`config.mk`:
```
export PLATFORM = sky130hd
export DESIGN_NAME = smd_front
export DESIGN_NICKNAME = d
export VERILOG_FILES = /design/src/smd_pkg.sv /design/src/smd_front.sv
export SDC_FILE = /design/constraint.sdc
export NUM_CORES = 2
export LEC_CHECK = 0
export BUFFER_PORTS_ARGS = -buffer_cell sky130_fd_sc_hd__buf_2
export CORE_MARGIN = 5
export CORE_UTILIZATION = 30
export CTS_CLUSTER_SIZE = 10
export DETAILED_ROUTE_END_ITERATION = 12
export SLEW_MARGIN = 30
export SYNTH_ARGS = -nofsm -noshare
export SYNTH_HDL_FRONTEND = slang
export SYNTH_SLANG_ARGS = --single-unit
```
`constraint.sdc`:
```
create_clock -name clk -period 7.94 [get_ports clk]
set_input_delay 1.588 -clock clk [delete_from_list [all_inputs] [get_ports clk]]
set_output_delay 1.588 -clock clk [all_outputs]
set_load 0.02 [all_outputs]
```
`src/smd_pkg.sv`:
```
// Shared types, constants and table functions for the segment magnitude/direction core.
`timescale 1ns / 1ps
package smd_pkg;

  localparam int COORD_WIDTH_DEF = 24;
  localparam int DIR_WIDTH       = 16;
  localparam int CORDIC_STEPS    = 60;
  localparam int ACC_W           = 64;
  localparam int ACC_FRAC        = 62;
  // The normalized magnitude sits in [2^(NORM_MSB-1), 2^NORM_MSB).
  localparam int NORM_MSB        = 60;
  // The angle keeps ACC_FRAC fraction bits; the result keeps 13, so drop 49.
  localparam int DIR_LSB         = 49;

  typedef struct packed {
    logic valid;
    logic xneg;
    logic yneg;
    logic zero;
  } smd_ctl_t;

  // Restoring division, used only while building the arctangent table.
  function automatic logic [ACC_W-1:0] udiv64(input logic [ACC_W-1:0] n,
                                              input logic [ACC_W-1:0] d);
    logic [ACC_W-1:0] q;
    logic [ACC_W:0]   r;
    q = '0;
    r = '0;
    for (int b = ACC_W - 1; b >= 0; b--) begin
      r = {r[ACC_W-1:0], n[b]};
      if (r >= {1'b0, d}) begin
        r = r - {1'b0, d};
        q[b] = 1'b1;
      end
    end
    return q;
  endfunction

  // atan(2^-i) in 2^-62 units from the Taylor series, for i >= 1.
  function automatic logic [ACC_W-1:0] atan_pow2(input int i);
    logic [ACC_W-1:0] sum;
    logic [ACC_W-1:0] term;
    int               e;
    sum = '0;
    for (int k = 0; k < 32; k++) begin
      e = i * (2 * k + 1);
      if (e <= ACC_FRAC) begin
        term = udiv64(ACC_W'(1) << (ACC_FRAC - e), ACC_W'(2 * k + 1));
        if (k[0]) begin
          sum = sum - term;
        end else begin
          sum = sum + term;
        end
      end
    end
    return sum;
  endfunction

  // atan(1/3) in 2^-62 units.
  function automatic logic [ACC_W-1:0] atan_third();
    logic [ACC_W-1:0] p;
    logic [ACC_W-1:0] sum;
    logic [ACC_W-1:0] term;
    p   = (ACC_W'(1) << ACC_FRAC) / ACC_W'(3);
    sum = '0;
    for (int k = 0; k < ACC_W; k++) begin
      if (p != '0) begin
        term = udiv64(p, ACC_W'(2 * k + 1));
        if (k[0]) begin
          sum = sum - term;
        end else begin
          sum = sum + term;
        end
        p = p / ACC_W'(9);
      end
    end
    return sum;
  endfunction

  // Rotation angle of CORDIC step i; step 0 uses pi/4 = atan(1/2) + atan(1/3).
  function automatic logic [ACC_W-1:0] atan_entry(input int i);
    logic [ACC_W-1:0] v;
    if (i == 0) begin
      v = atan_pow2(1) + atan_third();
    end else begin
      v = atan_pow2(i);
    end
    return v;
  endfunction

endpackage

```
`src/smd_front.sv`:
```
// Front pipeline: difference vector, magnitudes, squares and normalization.
`timescale 1ns / 1ps
module smd_front #(
  parameter int COORD_WIDTH = smd_pkg::COORD_WIDTH_DEF
) (
  input  logic                                clk,
  input  logic                                rst_n,
  input  logic                                en,
  input  logic                                in_valid,
  input  logic [COORD_WIDTH-1:0]              start_x,
  input  logic [COORD_WIDTH-1:0]              start_y,
  input  logic [COORD_WIDTH-1:0]              end_x,
  input  logic [COORD_WIDTH-1:0]              end_y,
  output smd_pkg::smd_ctl_t                   ctl_o,
  output logic [smd_pkg::ACC_W-1:0]           x_o,
  output logic [smd_pkg::ACC_W-1:0]           y_o,
  output logic [2*(COORD_WIDTH+1)-1:0]        rad_o
);
  import smd_pkg::*;

  localparam int ROOT_BITS = COORD_WIDTH + 1;
  localparam int RAD_W     = 2 * ROOT_BITS;

  function automatic logic need_shift(input logic [ACC_W-1:0] m, input int k);
    return (m >> (NORM_MSB - k)) == '0;
  endfunction

  function automatic logic [ACC_W-1:0] shl_if(input logic [ACC_W-1:0] v,
                                              input logic c, input int k);
    return c ? (v << k) : v;
  endfunction

  // Stage 1: difference vector.
  logic                 v1_r;
  logic [ROOT_BITS-1:0] dx_r, dy_r;
  // Stage 2: absolute values and signs.
  smd_ctl_t             ctl2_r;
  logic [ROOT_BITS-1:0] a_r, b_r;
  // Stage 3: squares and the starting vector.
  smd_ctl_t             ctl3_r;
  logic [RAD_W-1:0]     a2_r, b2_r;
  logic [ACC_W-1:0]     x3_r, y3_r, m3_r;
  // Stages 4 to 6: normalization, two binary shift steps each.
  smd_ctl_t             ctl4_r, ctl5_r, ctl6_r;
  logic [RAD_W-1:0]     rad4_r, rad5_r, rad6_r;
  logic [ACC_W-1:0]     x4_r, y4_r, m4_r, x5_r, y5_r, m5_r, x6_r, y6_r;

  logic [ROOT_BITS-1:0] dx_nxt, dy_nxt, a_nxt, b_nxt;
  logic [ACC_W-1:0]     y3_nxt, m3_nxt;
  logic [ACC_W-1:0]     m4a, x4a, y4a, m4_nxt, x4_nxt, y4_nxt;
  logic [ACC_W-1:0]     m5a, x5a, y5a, m5_nxt, x5_nxt, y5_nxt;
  logic [ACC_W-1:0]     m6a, x6a, y6a, x6_nxt, y6_nxt;
  logic                 c32, c16, c8, c4, c2, c1;

  always_comb begin
    dx_nxt = {end_x[COORD_WIDTH-1], end_x} - {start_x[COORD_WIDTH-1], start_x};
    dy_nxt = {end_y[COORD_WIDTH-1], end_y} - {start_y[COORD_WIDTH-1], start_y};
    a_nxt  = dx_r[ROOT_BITS-1] ? (~dx_r) + ROOT_BITS'(1) : dx_r;
    b_nxt  = dy_r[ROOT_BITS-1] ? (~dy_r) + ROOT_BITS'(1) : dy_r;
    y3_nxt = ctl2_r.yneg ? (~ACC_W'(b_r)) + ACC_W'(1) : ACC_W'(b_r);
    m3_nxt = ACC_W'((a_r > b_r) ? a_r : b_r);

    c32    = need_shift(m3_r, 32);
    m4a    = shl_if(m3_r, c32, 32);
    x4a    = shl_if(x3_r, c32, 32);
    y4a    = shl_if(y3_r, c32, 32);
    c16    = need_shift(m4a, 16);
    m4_nxt = shl_if(m4a, c16, 16);
    x4_nxt = shl_if(x4a, c16, 16);
    y4_nxt = shl_if(y4a, c16, 16);

    c8     = need_shift(m4_r, 8);
    m5a    = shl_if(m4_r, c8, 8);
    x5a    = shl_if(x4_r, c8, 8);
    y5a    = shl_if(y4_r, c8, 8);
    c4     = need_shift(m5a, 4);
    m5_nxt = shl_if(m5a, c4, 4);
    x5_nxt = shl_if(x5a, c4, 4);
    y5_nxt = shl_if(y5a, c4, 4);

    c2     = need_shift(m5_r, 2);
    m6a    = shl_if(m5_r, c2, 2);
    x6a    = shl_if(x5_r, c2, 2);
    y6a    = shl_if(y5_r, c2, 2);
    c1     = need_shift(m6a, 1);
    x6_nxt = shl_if(x6a, c1, 1);
    y6_nxt = shl_if(y6a, c1, 1);
  end

  always_ff @(posedge clk) begin
    if (!rst_n) begin
      v1_r   <= 1'b0;
      ctl2_r <= '0;
      ctl3_r <= '0;
      ctl4_r <= '0;
      ctl5_r <= '0;
      ctl6_r <= '0;
    end else if (en) begin
      v1_r   <= in_valid;
      ctl2_r <= '{valid: v1_r, xneg: dx_r[ROOT_BITS-1], yneg: dy_r[ROOT_BITS-1],
                  zero: 1'b0};
      ctl3_r <= '{valid: ctl2_r.valid, xneg: ctl2_r.xneg, yneg: ctl2_r.yneg,
                  zero: (a_r == '0) && (b_r == '0)};
      ctl4_r <= ctl3_r;
      ctl5_r <= ctl4_r;
      ctl6_r <= ctl5_r;
    end
  end

  always_ff @(posedge clk) begin
    if (en) begin
      dx_r   <= dx_nxt;
      dy_r   <= dy_nxt;
      a_r    <= a_nxt;
      b_r    <= b_nxt;
      a2_r   <= RAD_W'(a_r) * RAD_W'(a_r);
      b2_r   <= RAD_W'(b_r) * RAD_W'(b_r);
      x3_r   <= ACC_W'(a_r);
      y3_r   <= y3_nxt;
      m3_r   <= m3_nxt;
      rad4_r <= a2_r + b2_r;
      x4_r   <= x4_nxt;
      y4_r   <= y4_nxt;
      m4_r   <= m4_nxt;
      rad5_r <= rad4_r;
      x5_r   <= x5_nxt;
      y5_r   <= y5_nxt;
      m5_r   <= m5_nxt;
      rad6_r <= rad5_r;
      x6_r   <= x6_nxt;
      y6_r   <= y6_nxt;
    end
  end

  assign ctl_o = ctl6_r;
  assign x_o   = x6_r;
  assign y_o   = y6_r;
  assign rad_o = rad6_r;

endmodule

```
; Yosys cells after proc, flatten, opt, wreduce, memory -nomap -nowiden
; Cells that the tools add are included.
[op_classes]
addsub = 6
multipliers = 2
n_lt_le_gt_ge = 1
muxes = 21
bitwise = 3
n_reduce_logical = 9
[ops]
columns = cell, count
row1 = $mux W64, 16
row2 = $logic_not A64 Y1, 6
row3 = $mul A25 B25 Y50, 2
row4 = $add A64 B1 Y64 const B, 1
row5 = $not A25 Y64, 1
row6 = $mux W57, 1
row7 = $add A25 B1 Y25 const B, 2
row8 = $add A50 B50 Y50, 1
row9 = $logic_not A25 Y1, 2
row10 = $mux W25, 2
row11 = $not A25 Y25, 2
row12 = $sub A24 B24 Y25, 2
row13 = $mux W24, 2
row14 = $gt A25 B25 Y1, 1
row15 = $logic_and A1 B1 Y1, 1
[word_totals]
register_bits = 1035
input_bits = 100
output_inout_bits = 182
elab_cells = 93

; Longest topological paths before layout
[logic_depth]
word_depth = 4
mapped_depth = 29
depth_no_buf = 27

; Least setup slack after synthesis
; OpenSTA, ideal clock, no wires.
[synth_timing]
path_type = flip-flop to flip-flop
startpoint = register b_r[2]
endpoint = register b2_r[46] (data pin)
setup_ns = 0.269
arrival_ns = 6.954
required_ns = 7.671
slack_ns = 0.717
path_stages_with_launch = 29
n_path_buf = 3
synth_period_minus_slack_ns = 7.223
path_cell_list = edfxtp_1 > clkbuf_1 > buf_1 > nand2_1 > fa_1 > inv_1 > fa_1 > inv_1 > fa_1 > inv_1 > fa_1 > inv_1 > fa_1 > inv_1 > fa_1 > inv_1 > fa_1 > inv_1 > ha_1 > buf_2 > a21o_1 > a31oi_1 > o31ai_1 > a21o_1 > o41a_4 > a41o_2 > a31oi_4 > o31ai_1 > xor2_1
[synth_via]
elab_chain_cells = 1
[synth_rtl]
columns = element, line_no
row1 = start: declaration, smd_front.sv:38  ; logic [ROOT_BITS-1:0] a_r, b_r;
row2 = start signal: assignment, smd_front.sv:115  ; b_r <= b_nxt;
row3 = $mul A25 B25 Y50, smd_front.sv:117  ; b2_r <= RAD_W'(b_r) * RAD_W'(b_r);
row4 = end signal: assignment, smd_front.sv:117
row5 = end: declaration, smd_front.sv:41  ; logic [RAD_W-1:0] a2_r, b2_r;
; No other way between the ends.
; A chain may end at the register's enable or synchronous reset.

; Worst setup path in the final report
[layout_timing]
startpoint = register a_r[6]
endpoint = register a2_r[43] (data pin)
[layout_via]
elab_chain_cells = 1
[layout_rtl]
columns = element, line_no
row1 = start: declaration, smd_front.sv:38
row2 = start signal: assignment, smd_front.sv:114  ; a_r <= a_nxt;
row3 = $mul A25 B25 Y50, smd_front.sv:116  ; a2_r <= RAD_W'(a_r) * RAD_W'(a_r);
row4 = end signal: assignment, smd_front.sv:116
row5 = end: declaration, smd_front.sv:41
; No other way between the ends.

==> flow_summary.toml <==
[floorplan]
die-area_um2 = 232000
ios = 282
die_x_um = 482
initial_core_util = 0.301
dieHeight_um = 482
rows = 173
core_region_area_um2 = 222000

[critical_path]
cp-startpoint = "a_r[6]$_DFFE_PP_"
r2r-start = "a_r[6]$_DFFE_PP_"
start_kind = "flip-flop"
critical_path_class = "flip-flop to flip-flop"
crit_path_end_kind = "flip-flop"
cp-endpoint = "a2_r[43]$_DFFE_PP_"
rr_worst_depth = 23
crit_fanout = 11
worst-endpoint-required_ps = 8410
r2r_setup_slack_ps = 440
critPathArrivalTime_ps = 7970
worstReg2RegEnd = "a2_r[43]$_DFFE_PP_"

[sta]
tns_ps = 0
post-route-period-util = 0.944
fin_worst_skew_ps = 69.6
max_freq_mhz = 133
relSlewSlack = 0.302
final_hold_viol_count = 0
worst_pin_slew_ps = 1050
setup_viol = 0
slew_violations = 0
period_needed_ps = 7500
rsz0062_at_grt = "no"

[grt]
antenna_found_initial = 7
top_usage_layer = "met2"
grt_max_degree = 153
grt_pass1_wl_um = 271000
met1_usage = 0.203
groute.layer.met2.usage = 0.244
grt_usage = 0.151
met3_usage = 0.0284
grt-ovfl-total = 0
grt_pass1_vias = 46536

[yosys]
synthCells = 6325
yosys_warnings = 0
synthArstFlopShare = 0
synth_flop_cell = "edfxtp_1"
yosysSeqAreaShare = 0.296
synth-edff-count = 646
ys_types = 91
ys_ff_latch = 666
synth_area_per_cell_um2 = 10.6
netlist_area_um2 = 66900

[placed_design]
dpl.hpwl_um = 143000
place.gp.congestion = 0.917
portBuffers = 217

[routing]
vias = 44799
wire_per_inst_um = 18.2
ant_nets = 0
drc = 0
wirelength_um = 176000
viasPerCell = 4.65
drt-initial-drc-count = 3201
first_pass_iters = 6

[worst_hold_path]
hold_path_class = "flip-flop to flip-flop"

[clock_tree]
cts_sinks = 666
clk_pin_slew_ps = 70
cts_buffers = 84
cts_tree = "done"
cts_root_buffer = "clkbuf_16"
clk_path_buf_depth = 3
htreeDepth = 3
insertion_delay_ps = 720

[finish]
seqCellArea_um2 = 19800
drive_above_1_share = 0.0922
area_growth_pct = 12.1
fill_cells = 22427
fin_util = 0.337
nets = 8155
multi_input_area_um2 = 40600

[run]
cap_viol_max_count = 0

[status]
status = "completed"
metal layers:
metal  up-vias  part of all wire  wire length (um)
met5         -                 0                 0
met1     22502              0.42             74500
li1      20554                 -                 -
met4         0             0.036              6370
met2      1470              0.47             82200
met3       273             0.072             12700
through the flow:
step / setup slack (ps) / area, um^2 / instances / hold WS (ps)
final: 442 / 75000 / 9639 / 416
after CTS: 223 / 74700 / 9619 / 417
after global placement: 328 / 72200 / 9492 / 403
after detailed placement: 211 / 72200 / 9492 / 405
after global routing: 69.7 / 74900 / 9635 / 421
after floorplan: 717 / 67100 / 6392 / 400
cells in the final DEF, fill, tap and decap left out, types with 34 or more instances in the layout:
| cell type | n |
|---|---|
| xor2_1 | 74 |
| o21ai_0 | 137 |
| buf_2 | 216 |
| xnor2_1 | 191 |
| nor2_1 | 282 |
| o21bai_1 | 34 |
| nand4_1 | 35 |
| buf_4 | 207 |
| edfxtp_1 | 646 |
| mux2i_1 | 197 |
| conb_1 | 68 |
| ha_1 | 502 |
| clkbuf_16 | 84 |
| inv_1 | 1429 |
| fa_1 | 934 |
| nand2_1 | 527 |
| and2_1 | 181 |
| a21o_1 | 116 |
| nor2b_1 | 71 |
| nand3_1 | 45 |
| a21oi_1 | 202 |
synth_stat cells, types with 18 or more instances:
library cell | instances | area (um^2)
a31oi_1 | 20 | 125
buf_2 | 24 | 120
nand2b_1 | 18 | 113
buf_1 | 26 | 97.6
nor2b_1 | 71 | 444
buf_4 | 64 | 480
dfxtp_1 | 20 | 400
ha_1 | 502 | 6280
clkbuf_1 | 180 | 676
o21a_1 | 25 | 188
inv_1 | 1429 | 5360
a21o_1 | 116 | 871
xnor2_1 | 193 | 1690
and2_1 | 181 | 1130
nor3_1 | 32 | 160
o31ai_1 | 23 | 173
nand3_1 | 45 | 225
and3_1 | 27 | 169
nor2_1 | 283 | 1060
nand4_1 | 35 | 219
mux2_2 | 18 | 203
xor2_1 | 74 | 648
edfxtp_1 | 646 | 19400
mux2i_1 | 197 | 1970
nand2_1 | 527 | 1980
a21oi_1 | 202 | 1010
o21bai_1 | 34 | 255
fa_1 | 934 | 18700
o21ai_0 | 137 | 686
a211oi_1 | 32 | 240
how the worst min path moves through the flow:
stage	from	end	cells past startpoint
after detailed placement	rad5_r[18]$_DFFE_PP_	rad_o[18]$_DFFE_PP_	0
after global routing	rad4_r[30]$_DFFE_PP_	rad5_r[30]$_DFFE_PP_	0
after global placement	rad5_r[4]$_DFFE_PP_	rad_o[4]$_DFFE_PP_	0
after CTS	rad5_r[23]$_DFFE_PP_	rad_o[23]$_DFFE_PP_	0
final	rad4_r[30]$_DFFE_PP_	rad5_r[30]$_DFFE_PP_	0
after floorplan	rad4_r[0]$_DFFE_PP_	rad5_r[0]$_DFFE_PP_	0
registers in the layout (all words and copies together), names as in the netlist, 31 cells and up:
register / cells
x4_r: 32
rad_o: 50
y3_r: 31
x5_r: 32
b2_r: 49
rad5_r: 50
rad4_r: 50
y_o: 32
y4_r: 32
y5_r: 32
a2_r: 49
x_o: 32
cell families after synthesis:
kind of cell,count (synthesis),share of synthesized area
buffers and inverters,1733,0.101
adder cells (fa/ha/maj),1436,0.374
flip-flops,666,0.296
other,1,0.0000561
XOR/XNOR,267,0.0350
AO/OA/AOI/OAI,708,0.0703
multiplexers,215,0.0325
AND/OR/NAND/NOR,1299,0.0912
critical path, stage by stage, from the launching register on:
cell      delay, ps
edfxtp_1        570
buf_4           280
and2_1          190
fa_1            610
fa_1            460
fa_1            540
inv_1            50
fa_1            500
inv_1            60
fa_1            490
fa_1            500
inv_1            50
fa_1            470
inv_1            40
ha_1            370
a21o_1          260
nand4b_1        190
a211o_2         340
a31oi_2         480
o31a_1          270
buf_4           140
o21ai_0          80
a21oi_1         220
xnor2_1          90
cell type report:
class / count / area share
multi-input cells: 3993 / 0.542
flip-flops and latches: 666 / 0.264
inverters: 1437 / 0.0720
well taps: 2975 / 0.0497
repair buffers: 437 / 0.0389
clock buffers: 98 / 0.0289
clock inverters: 29 / 0.00449
diodes: 4 / 0.000134
repair_timing:
item / in CTS / in global routing
hold buffers: 0 / 0
gates resized for setup: 0 / 1
endpoints found under the setup margin: 0 / 7
setup buffers: 0 / 15
Power is not shown: default switching activity piles up to over one toggle a cycle in this logic, so the estimate is an artifact.
